<file path="src/rtl/biq_pkg.sv">
// shared types and constants for the biquad iir filter unit
// coefficient format, register indexes, sequencer states and the coefficient bundle
// no dependencies
package biq_pkg;

  // coefficient format: signed q2.14
  localparam int unsigned COEF_W     = 16;
  localparam int unsigned COEF_FRAC  = 14;
  // counter over the coefficient bits, one bit per step
  localparam int unsigned COEF_CNT_W = 4;
  // headroom of the internal value over the sample width
  localparam int unsigned DELAY_GUARD = 4;

  // configuration register indexes
  localparam int unsigned CFG_IDX_W = 3;
  localparam logic [CFG_IDX_W-1:0] REG_B0 = 3'd0;
  localparam logic [CFG_IDX_W-1:0] REG_B1 = 3'd1;
  localparam logic [CFG_IDX_W-1:0] REG_B2 = 3'd2;
  localparam logic [CFG_IDX_W-1:0] REG_A1 = 3'd3;
  localparam logic [CFG_IDX_W-1:0] REG_A2 = 3'd4;

  // reset values of the coefficients (b0 = 1.0, all others 0)
  localparam logic [COEF_W-1:0] B0_RESET = 16'h4000;
  localparam logic [COEF_W-1:0] COEF_ZERO = 16'h0000;

  typedef struct packed {
    logic signed [COEF_W-1:0] b0;
    logic signed [COEF_W-1:0] b1;
    logic signed [COEF_W-1:0] b2;
    logic signed [COEF_W-1:0] a1;
    logic signed [COEF_W-1:0] a2;
  } biq_coef_t;

  typedef enum logic [2:0] {
    ST_IDLE,
    ST_FEEDBACK,
    ST_UPDATE,
    ST_FEEDFWD,
    ST_RESULT
  } biq_state_e;

endpackage

</file>
<file path="src/rtl/biq_serial_mul.sv">
// bit-serial shift-and-add multiplier lane for the biquad iir filter unit
// emits one partial product per step, coefficient consumed lsb first
// depends on biq_pkg
module biq_serial_mul #(
  parameter int unsigned DataW = 20,
  parameter int unsigned AccW  = 38
) (
  input  logic                            clk_i,
  input  logic                            load_i,
  input  logic                            step_i,
  input  logic                            neg_i,
  input  logic signed [DataW-1:0]         mcand_i,
  input  logic [biq_pkg::COEF_W-1:0]      coef_i,
  output logic signed [AccW-1:0]          pp_o
);

  logic signed [AccW-1:0]         mcand_q, mcand_d;
  logic [biq_pkg::COEF_W-1:0]     coef_q, coef_d;

  always_comb begin
    mcand_d = mcand_q;
    coef_d  = coef_q;
    if (load_i) begin
      mcand_d = {{(AccW-DataW){mcand_i[DataW-1]}}, mcand_i};
      coef_d  = coef_i;
    end else if (step_i) begin
      mcand_d = mcand_q <<< 1;
      coef_d  = coef_q >> 1;
    end
  end

  always_ff @(posedge clk_i) begin
    mcand_q <= mcand_d;
    coef_q  <= coef_d;
  end

  // the coefficient sign bit carries negative weight
  assign pp_o = coef_q[0] ? (neg_i ? -mcand_q : mcand_q) : '0;

endmodule

</file>
<file path="src/rtl/biq_core.sv">
// sequencer and datapath of the biquad iir filter unit
// three serial multiplier lanes feed one accumulator; holds the two delays
// depends on biq_pkg and biq_serial_mul
module biq_core #(
  parameter int unsigned SampleW = 16
) (
  input  logic                       clk_i,
  input  logic                       rst_ni,
  input  logic                       start_i,
  input  logic signed [SampleW-1:0]  sample_i,
  input  biq_pkg::biq_coef_t         coef_i,
  input  logic                       out_free_i,
  output logic                       ready_o,
  output logic                       done_o,
  output logic signed [SampleW-1:0]  y_o
);

  localparam int unsigned DelayW = SampleW + biq_pkg::DELAY_GUARD;
  localparam int unsigned AccW   = DelayW + biq_pkg::COEF_W + 2;
  localparam int unsigned RndW   = AccW - biq_pkg::COEF_FRAC;
  localparam int unsigned DiffW  = RndW + 1;
  localparam logic signed [AccW-1:0] RndHalf =
    {{(AccW-biq_pkg::COEF_FRAC){1'b0}}, 1'b1, {(biq_pkg::COEF_FRAC-1){1'b0}}};
  localparam logic [biq_pkg::COEF_CNT_W-1:0] CntLast =
    biq_pkg::COEF_CNT_W'(biq_pkg::COEF_W - 1);

  biq_pkg::biq_state_e state_q, state_d;
  logic [biq_pkg::COEF_CNT_W-1:0] cnt_q, cnt_d;
  logic signed [AccW-1:0]         acc_q, acc_d;
  logic signed [SampleW-1:0]      x_q;
  logic signed [DelayW-1:0]       d1_q, d2_q;

  logic                           load, step, neg;
  logic signed [DelayW-1:0]       m0, m1, m2;
  logic [biq_pkg::COEF_W-1:0]     c0, c1, c2;
  logic signed [AccW-1:0]         pp0, pp1, pp2;

  logic signed [AccW-1:0]         rnd_sum;
  logic signed [RndW-1:0]         scaled;
  logic signed [DiffW-1:0]        diff;
  logic signed [DelayW-1:0]       w_sat;
  logic                           w_hi, w_lo, y_hi, y_lo;

  // rounding: add half an lsb, then arithmetic shift by the fraction bits
  assign rnd_sum = acc_q + RndHalf;
  assign scaled  = rnd_sum[AccW-1:biq_pkg::COEF_FRAC];
  assign diff    = {{(DiffW-SampleW){x_q[SampleW-1]}}, x_q} - {scaled[RndW-1], scaled};

  // internal value saturates to the delay width
  assign w_hi  = !diff[DiffW-1] && (|diff[DiffW-2:DelayW-1]);
  assign w_lo  = diff[DiffW-1] && !(&diff[DiffW-2:DelayW-1]);
  assign w_sat = w_hi ? {1'b0, {(DelayW-1){1'b1}}} :
                 w_lo ? {1'b1, {(DelayW-1){1'b0}}} : diff[DelayW-1:0];

  // output saturates to the sample width
  assign y_hi = !scaled[RndW-1] && (|scaled[RndW-2:SampleW-1]);
  assign y_lo = scaled[RndW-1] && !(&scaled[RndW-2:SampleW-1]);
  assign y_o  = y_hi ? {1'b0, {(SampleW-1){1'b1}}} :
                y_lo ? {1'b1, {(SampleW-1){1'b0}}} : scaled[SampleW-1:0];

  always_comb begin
    state_d = state_q;
    cnt_d   = cnt_q;
    acc_d   = acc_q;
    load    = 1'b0;
    step    = 1'b0;
    ready_o = 1'b0;
    done_o  = 1'b0;
    // feedback pass: a1*d1 + a2*d2, third lane idle
    m0 = d1_q;
    m1 = d2_q;
    m2 = '0;
    c0 = coef_i.a1;
    c1 = coef_i.a2;
    c2 = biq_pkg::COEF_ZERO;
    case (state_q)
      biq_pkg::ST_IDLE: begin
        ready_o = 1'b1;
        if (start_i) begin
          load    = 1'b1;
          cnt_d   = '0;
          acc_d   = '0;
          state_d = biq_pkg::ST_FEEDBACK;
        end
      end
      biq_pkg::ST_FEEDBACK, biq_pkg::ST_FEEDFWD: begin
        step  = 1'b1;
        acc_d = acc_q + pp0 + pp1 + pp2;
        cnt_d = cnt_q + 1'b1;
        if (cnt_q == CntLast) begin
          state_d = (state_q == biq_pkg::ST_FEEDBACK) ? biq_pkg::ST_UPDATE
                                                      : biq_pkg::ST_RESULT;
        end
      end
      biq_pkg::ST_UPDATE: begin
        // feedforward pass: b0*w + b1*d1 + b2*d2 with the old delays
        load    = 1'b1;
        m0      = w_sat;
        m1      = d1_q;
        m2      = d2_q;
        c0      = coef_i.b0;
        c1      = coef_i.b1;
        c2      = coef_i.b2;
        cnt_d   = '0;
        acc_d   = '0;
        state_d = biq_pkg::ST_FEEDFWD;
      end
      biq_pkg::ST_RESULT: begin
        if (out_free_i) begin
          done_o  = 1'b1;
          state_d = biq_pkg::ST_IDLE;
        end
      end
      default: begin
        state_d = biq_pkg::ST_IDLE;
      end
    endcase
  end

  assign neg = (cnt_q == CntLast);

  always_ff @(posedge clk_i or negedge rst_ni) begin
    if (!rst_ni) begin
      state_q <= biq_pkg::ST_IDLE;
      cnt_q   <= '0;
      d1_q    <= '0;
      d2_q    <= '0;
    end else begin
      state_q <= state_d;
      cnt_q   <= cnt_d;
      if (state_q == biq_pkg::ST_UPDATE) begin
        d2_q <= d1_q;
        d1_q <= w_sat;
      end
    end
  end

  always_ff @(posedge clk_i) begin
    acc_q <= acc_d;
    if (ready_o && start_i) begin
      x_q <= sample_i;
    end
  end

  biq_serial_mul #(.DataW(DelayW), .AccW(AccW)) u_lane0 (
    .clk_i  (clk_i),
    .load_i (load),
    .step_i (step),
    .neg_i  (neg),
    .mcand_i(m0),
    .coef_i (c0),
    .pp_o   (pp0)
  );

  biq_serial_mul #(.DataW(DelayW), .AccW(AccW)) u_lane1 (
    .clk_i  (clk_i),
    .load_i (load),
    .step_i (step),
    .neg_i  (neg),
    .mcand_i(m1),
    .coef_i (c1),
    .pp_o   (pp1)
  );

  biq_serial_mul #(.DataW(DelayW), .AccW(AccW)) u_lane2 (
    .clk_i  (clk_i),
    .load_i (load),
    .step_i (step),
    .neg_i  (neg),
    .mcand_i(m2),
    .coef_i (c2),
    .pp_o   (pp2)
  );

endmodule

</file>
<file path="src/rtl/biq_iir_filter_unit_top.sv">
// second-order iir section (direct form ii), one sample in, one sample out
// top level: stream ports, coefficient registers, output register
// depends on biq_pkg and biq_core
//
// Each accepted input transaction yields exactly one output transaction. The
// section forms w = x - round((a1*d1 + a2*d2) / 2^14), saturated to
// SAMPLE_WIDTH+4 bits, and y = round((b0*w + b1*d1 + b2*d2) / 2^14), saturated
// to SAMPLE_WIDTH bits, with d1 and d2 the delays before this sample; then
// d2 takes d1 and d1 takes w. Rounding is half toward plus infinity.
// Coefficients are signed q2.14 and are written through the cfg port
// (index 0 b0, 1 b1, 2 b2, 3 a1, 4 a2; other indexes are ignored); reset
// gives b0 = 1.0 and all others 0, so the section passes samples through.
// Write coefficients only while no sample is in flight.
// Sequence: the multiplies are bit-serial over the 16 coefficient bits, three
// lanes in parallel; each sample is loaded, then runs the feedback pass, the
// delay update, the feedforward pass and the hand-off, which waits while the
// output side stalls; no new sample is taken before that hand-off. Input is
// taken while the previous result still sits in the output register.
module biquad_iir_filter_unit #(
  parameter int unsigned SAMPLE_WIDTH = 16
) (
  input  logic                                 clk_i,
  input  logic                                 rst_ni,
  // input stream
  input  logic                                 s_axis_tvalid,
  output logic                                 s_axis_tready,
  input  logic [((SAMPLE_WIDTH+7)/8)*8-1:0]    s_axis_tdata,   // [SAMPLE_WIDTH-1:0] sample_in
  // output stream
  output logic                                 m_axis_tvalid,
  input  logic                                 m_axis_tready,
  output logic [((SAMPLE_WIDTH+7)/8)*8-1:0]    m_axis_tdata,   // [SAMPLE_WIDTH-1:0] sample_out
  // coefficient write port
  input  logic                                 cfg_we_i,
  input  logic [biq_pkg::CFG_IDX_W-1:0]        cfg_idx_i,
  input  logic [biq_pkg::COEF_W-1:0]           cfg_data_i
);

  localparam int unsigned TdataW = ((SAMPLE_WIDTH + 7) / 8) * 8;

  biq_pkg::biq_coef_t          coef_q;
  logic                        out_valid_q;
  logic signed [SAMPLE_WIDTH-1:0] out_data_q;

  logic                        core_ready, core_done, out_free;
  logic signed [SAMPLE_WIDTH-1:0] core_y;

  // coefficient registers
  always_ff @(posedge clk_i or negedge rst_ni) begin
    if (!rst_ni) begin
      coef_q.b0 <= biq_pkg::B0_RESET;
      coef_q.b1 <= biq_pkg::COEF_ZERO;
      coef_q.b2 <= biq_pkg::COEF_ZERO;
      coef_q.a1 <= biq_pkg::COEF_ZERO;
      coef_q.a2 <= biq_pkg::COEF_ZERO;
    end else if (cfg_we_i) begin
      case (cfg_idx_i)
        biq_pkg::REG_B0: coef_q.b0 <= cfg_data_i;
        biq_pkg::REG_B1: coef_q.b1 <= cfg_data_i;
        biq_pkg::REG_B2: coef_q.b2 <= cfg_data_i;
        biq_pkg::REG_A1: coef_q.a1 <= cfg_data_i;
        biq_pkg::REG_A2: coef_q.a2 <= cfg_data_i;
        default: ;
      endcase
    end
  end

  // output register frees up when empty or being drained this cycle
  assign out_free = !out_valid_q || m_axis_tready;

  always_ff @(posedge clk_i or negedge rst_ni) begin
    if (!rst_ni) begin
      out_valid_q <= 1'b0;
    end else if (core_done) begin
      out_valid_q <= 1'b1;
    end else if (m_axis_tready) begin
      out_valid_q <= 1'b0;
    end
  end

  always_ff @(posedge clk_i) begin
    if (core_done) begin
      out_data_q <= core_y;
    end
  end

  assign s_axis_tready = core_ready;
  assign m_axis_tvalid = out_valid_q;
  // zero fill up to whole bytes
  assign m_axis_tdata  = TdataW'($unsigned(out_data_q));

  biq_core #(.SampleW(SAMPLE_WIDTH)) u_core (
    .clk_i     (clk_i),
    .rst_ni    (rst_ni),
    .start_i   (s_axis_tvalid),
    .sample_i  (s_axis_tdata[SAMPLE_WIDTH-1:0]),
    .coef_i    (coef_q),
    .out_free_i(out_free),
    .ready_o   (core_ready),
    .done_o    (core_done),
    .y_o       (core_y)
  );

endmodule

</file>
<file path="config.mk">
export PLATFORM = sky130hd
export DESIGN_NAME = biquad_iir_filter_unit
export DESIGN_NICKNAME = d
export VERILOG_FILES = /design/src/rtl/biq_pkg.sv /design/src/rtl/biq_serial_mul.sv /design/src/rtl/biq_core.sv /design/src/rtl/biq_iir_filter_unit_top.sv
export SDC_FILE = /design/constraint.sdc
export NUM_CORES = 1
export LEC_CHECK = 0
export ABC_AREA = 1
export BUFFER_PORTS_ARGS = -buffer_cell sky130_fd_sc_hd__buf_2
export CELL_PAD_IN_SITES_DETAIL_PLACEMENT = 0
export CELL_PAD_IN_SITES_GLOBAL_PLACEMENT = 1
export CORE_MARGIN = 2
export CORE_UTILIZATION = 48
export CTS_CLUSTER_SIZE = 40
export DETAILED_ROUTE_END_ITERATION = 16
export HOLD_SLACK_MARGIN = 0.02
export PLACE_DENSITY_LB_ADDON = 0.1
export SLEW_MARGIN = 20
export SYNTH_ARGS = -nofsm -noshare
export SYNTH_HDL_FRONTEND = slang
export SYNTH_SLANG_ARGS = --single-unit
</file>
<file path="constraint.sdc">
create_clock -name clk_i -period 6.3 [get_ports clk_i]
set_input_delay 0.63 -clock clk_i [delete_from_list [all_inputs] [get_ports clk_i]]
set_output_delay 0.63 -clock clk_i [all_outputs]
set_load 0.01 [all_outputs]
</file>
==> flow_metrics.tcl <==
set metrics [dict create \
    max-cap-violations 0 \
    syn_area_sq_um 23800 \
    final_cell_count_no_fill 3749 \
    grt_pass1_wl_um 117000 \
    cts_setup_buffers 0 \
    period_needed_ns 5.74 \
    drive_above_1_share_pct 7.53 \
    crit_path_start_kind "flip-flop" \
    tightest_slew_ns 0.948 \
    setup.worst_path.start "u_core.cnt_q[0]" \
    drt_wl_total_um 76300 \
    hold_path_class "in -> async" \
    io_buffers 57 \
    fmaxAchievable_ghz 0.174 \
    setup-tns-final_ns 0 \
    cts.htree.levels 2 \
    synth_nets 3181 \
    io_pins 58 \
    clock-root-buffer "clkbuf_16" \
    maxSlewHeadroom_pct 36.8 \
    hold_viol 0 \
    clock-sinks 360 \
    vias 20758 \
    syn_inst 3000 \
    grt_overflow_total 0 \
    synthFlopType "edfxtp_1" \
    fin_nets 3229 \
    syn_to_final_growth_pct 10.7 \
    cts_resized 0 \
    wl_per_cell_um 20.3 \
    antenna_found_initial 2 \
    cts_buffer_depth 3 \
    rows 81 \
    start_util_pct 48.7 \
    endpoint_kind "flip-flop" \
    yosys_warnings 0 \
    synth.distinct_cells 55 \
    setup_violations 0 \
    outcome "finished, final reports clean" \
    grt_max_degree 92 \
    r2r_end "u_core.acc_q[23]" \
    slew_viol_final 0 \
    design.die.area_sq_um 51400 \
    utilization_pct 53.9 \
    crit_fanout 37 \
    drt_first_iter_violations 1958 \
    path_class "reg -> reg" \
    ant_nets 0 \
    drc 0 \
    hpwl_um 57200 \
    cp.arrival_ns 6.09 \
    clkTransAtPathRegs_ns 0.06 \
    rsz0062_at_grt "false" \
    gp_congestion 0.926 \
    dp.cells 3667 \
    clkLatencyLatePin_ns 0.60 \
    ys_seq_area_share_pct 42.7 \
    first_pass_iters 6 \
    synth_edf_count 232 \
    synthArstFlopShare_pct 35.6 \
    die_w_um 227 \
    cp.required_ns 6.65 \
    cts_buffers 43 \
    ff2ff_path_depth 23 \
    holdBufCountCts 0 \
    reg2reg_slack_ns 0.56 \
    track_usage_pct 30.2 \
    cts_tree "done" \
    die_h_um 227 \
    synth.avg_cell_area_sq_um 7.94 \
    skew_ns 0.0215 \
    regToRegStartpoint "u_core.cnt_q[0]" \
    core_area_sq_um 49000 \
    post-route-period-util_pct 91.1 \
    synth_seq_cells 360 \
    grt_pass1_vias 19693 \
    via_per_inst 5.54 \
]
==> cells in the mapped netlist (all sizes together), types with 9 or more instances <==
cell | n | share of area, %
nor3 | 74 | 1.6
a31oi | 38 | 1.0
edfxtp | 232 | 29
nor2 | 290 | 4.9
ha | 66 | 3.5
inv | 477 | 7.5
nand4 | 35 | 0.92
buf | 20 | 0.53
o22ai | 16 | 0.42
a21oi | 212 | 4.5
nor4 | 19 | 0.50
nand2 | 674 | 11
a21boi | 20 | 0.63
a22o | 16 | 0.59
nand3 | 104 | 2.3
o21ai | 330 | 7.0
fa | 75 | 6.3
dfrtp | 127 | 13
or2 | 21 | 0.55
o21a | 16 | 0.50
clkbuf | 72 | 1.1
xnor2 | 9 | 0.33
xor2 | 26 | 0.99
==> final cells by class <==
cell class              instances  area, sq um
multi-input cells            2069        11500
diodes                          2         5.00
flip-flops and latches        360        10200
well taps                     664          831
clock buffers                  60         1230
fillers                      4721        22600
inverters                     479         1810
repair buffers                 95          602
clock inverters                20          245
==> state kept, by name (all words and copies together), names as in the netlist <==
signal	count
coef_q	80
m_axis_tdata	16
m_axis_tvalid	1
u_core.acc_q	38
u_core.cnt_q	4
u_core.d1_q	20
u_core.d2_q	20
u_core.state_q	3
u_core.u_lane0.coef_q	16
u_core.u_lane0.mcand_q	38
u_core.u_lane1.coef_q	16
u_core.u_lane1.mcand_q	38
u_core.u_lane2.coef_q	16
u_core.u_lane2.mcand_q	38
u_core.x_q	16
==> how the worst max path moves through the flow <==
| stage | to | slack [ns] | depth (start not counted) |
|---|---|---|---|
| after global placement | u_core.acc_q[33] | 0.66 | 26 |
| after CTS | u_core.acc_q[23] | 0.58 | 23 |
| after detailed placement | u_core.acc_q[33] | 0.61 | 26 |
| after floorplan | u_core.acc_q[29] | 1.65 | 26 |
| after global routing | u_core.acc_q[33] | 0.12 | 26 |
| final | u_core.acc_q[23] | 0.56 | 23 |
==> metrics by stage <==
stage / setup slack (ns) / hold WS, ns / cell area, sq um
CTS: 0.583 / 0.0266 / 26400
global placement: 0.661 / 0.465 / 24900
finish: 0.562 / 0.0182 / 26400
global route: 0.118 / 0.0565 / 26400
detailed placement: 0.615 / 0.473 / 24900
floorplan: 1.65 / 0.334 / 23800
==> cells in the final DEF (no fill, tap or decap), types with 5 or more instances in the layout <==
master / netlist / routed
a21boi_1: 18 / 18
a21oi_1: 212 / 212
a22o_1: 16 / 16
a31oi_1: 38 / 38
buf_2: 14 / 56
buf_4: 1 / 36
clkbuf_1: 72 / 10
clkbuf_16: 0 / 45
clkbuf_8: 0 / 5
clkinv_2: 0 / 9
dfrtp_1: 127 / 127
edfxtp_1: 232 / 232
fa_1: 75 / 75
ha_1: 66 / 66
inv_1: 471 / 470
inv_2: 6 / 5
nand2_1: 659 / 657
nand2_2: 14 / 16
nand3_1: 100 / 100
nand4_1: 35 / 35
nor2_1: 276 / 274
nor2_2: 9 / 9
nor2_4: 4 / 6
nor3_1: 73 / 73
nor4_1: 19 / 19
o211ai_1: 6 / 6
o21a_1: 16 / 16
o21ai_0: 318 / 317
o21ai_1: 8 / 9
o22ai_1: 16 / 16
or2_2: 18 / 18
xnor2_1: 9 / 9
xor2_1: 25 / 25
==> kinds of logic after synthesis <==
group,synth area share [%]
and+or+nand+nor,21.7
AOI/OAI and AO/OA,15.3
buffers and inverters,9.21
DFF,42.7
adders and majority gates,9.77
xor gates and xnor gates,1.32
==> routing by layer <==
layer  global-route usage [%]  wire [um]  vias up
li1                         -          -     9991
met1                     44.0      35200     9939
met2                     46.5      33700      705
met3                     4.35       5100      123
met4                     9.38       2240        0
met5                        0          0        -
==> critical path, stage by stage, from the launching register on <==
cell and delay, ns:
dfrtp_1 0.38, ha_1 0.18, nand2_1 0.10, nor2_4 0.12, buf_4 0.39, buf_4 0.48
o21ai_0 0.20, o21ai_0 0.20, a21oi_1 0.08, fa_1 0.53, inv_1 0.07, fa_1 0.50
inv_1 0.04, ha_1 0.34, a21oi_1 0.19, o21ai_0 0.11, a21oi_1 0.31, nand2_1 0.17
a21oi_1 0.38, o21ai_0 0.25, a21oi_1 0.25, inv_1 0.07, nor2_1 0.08, nor2_1 0.05
Power is left out: the tool's default activity adds up to more than one toggle a clock period on the data nets, which glitch-free logic cannot reach.
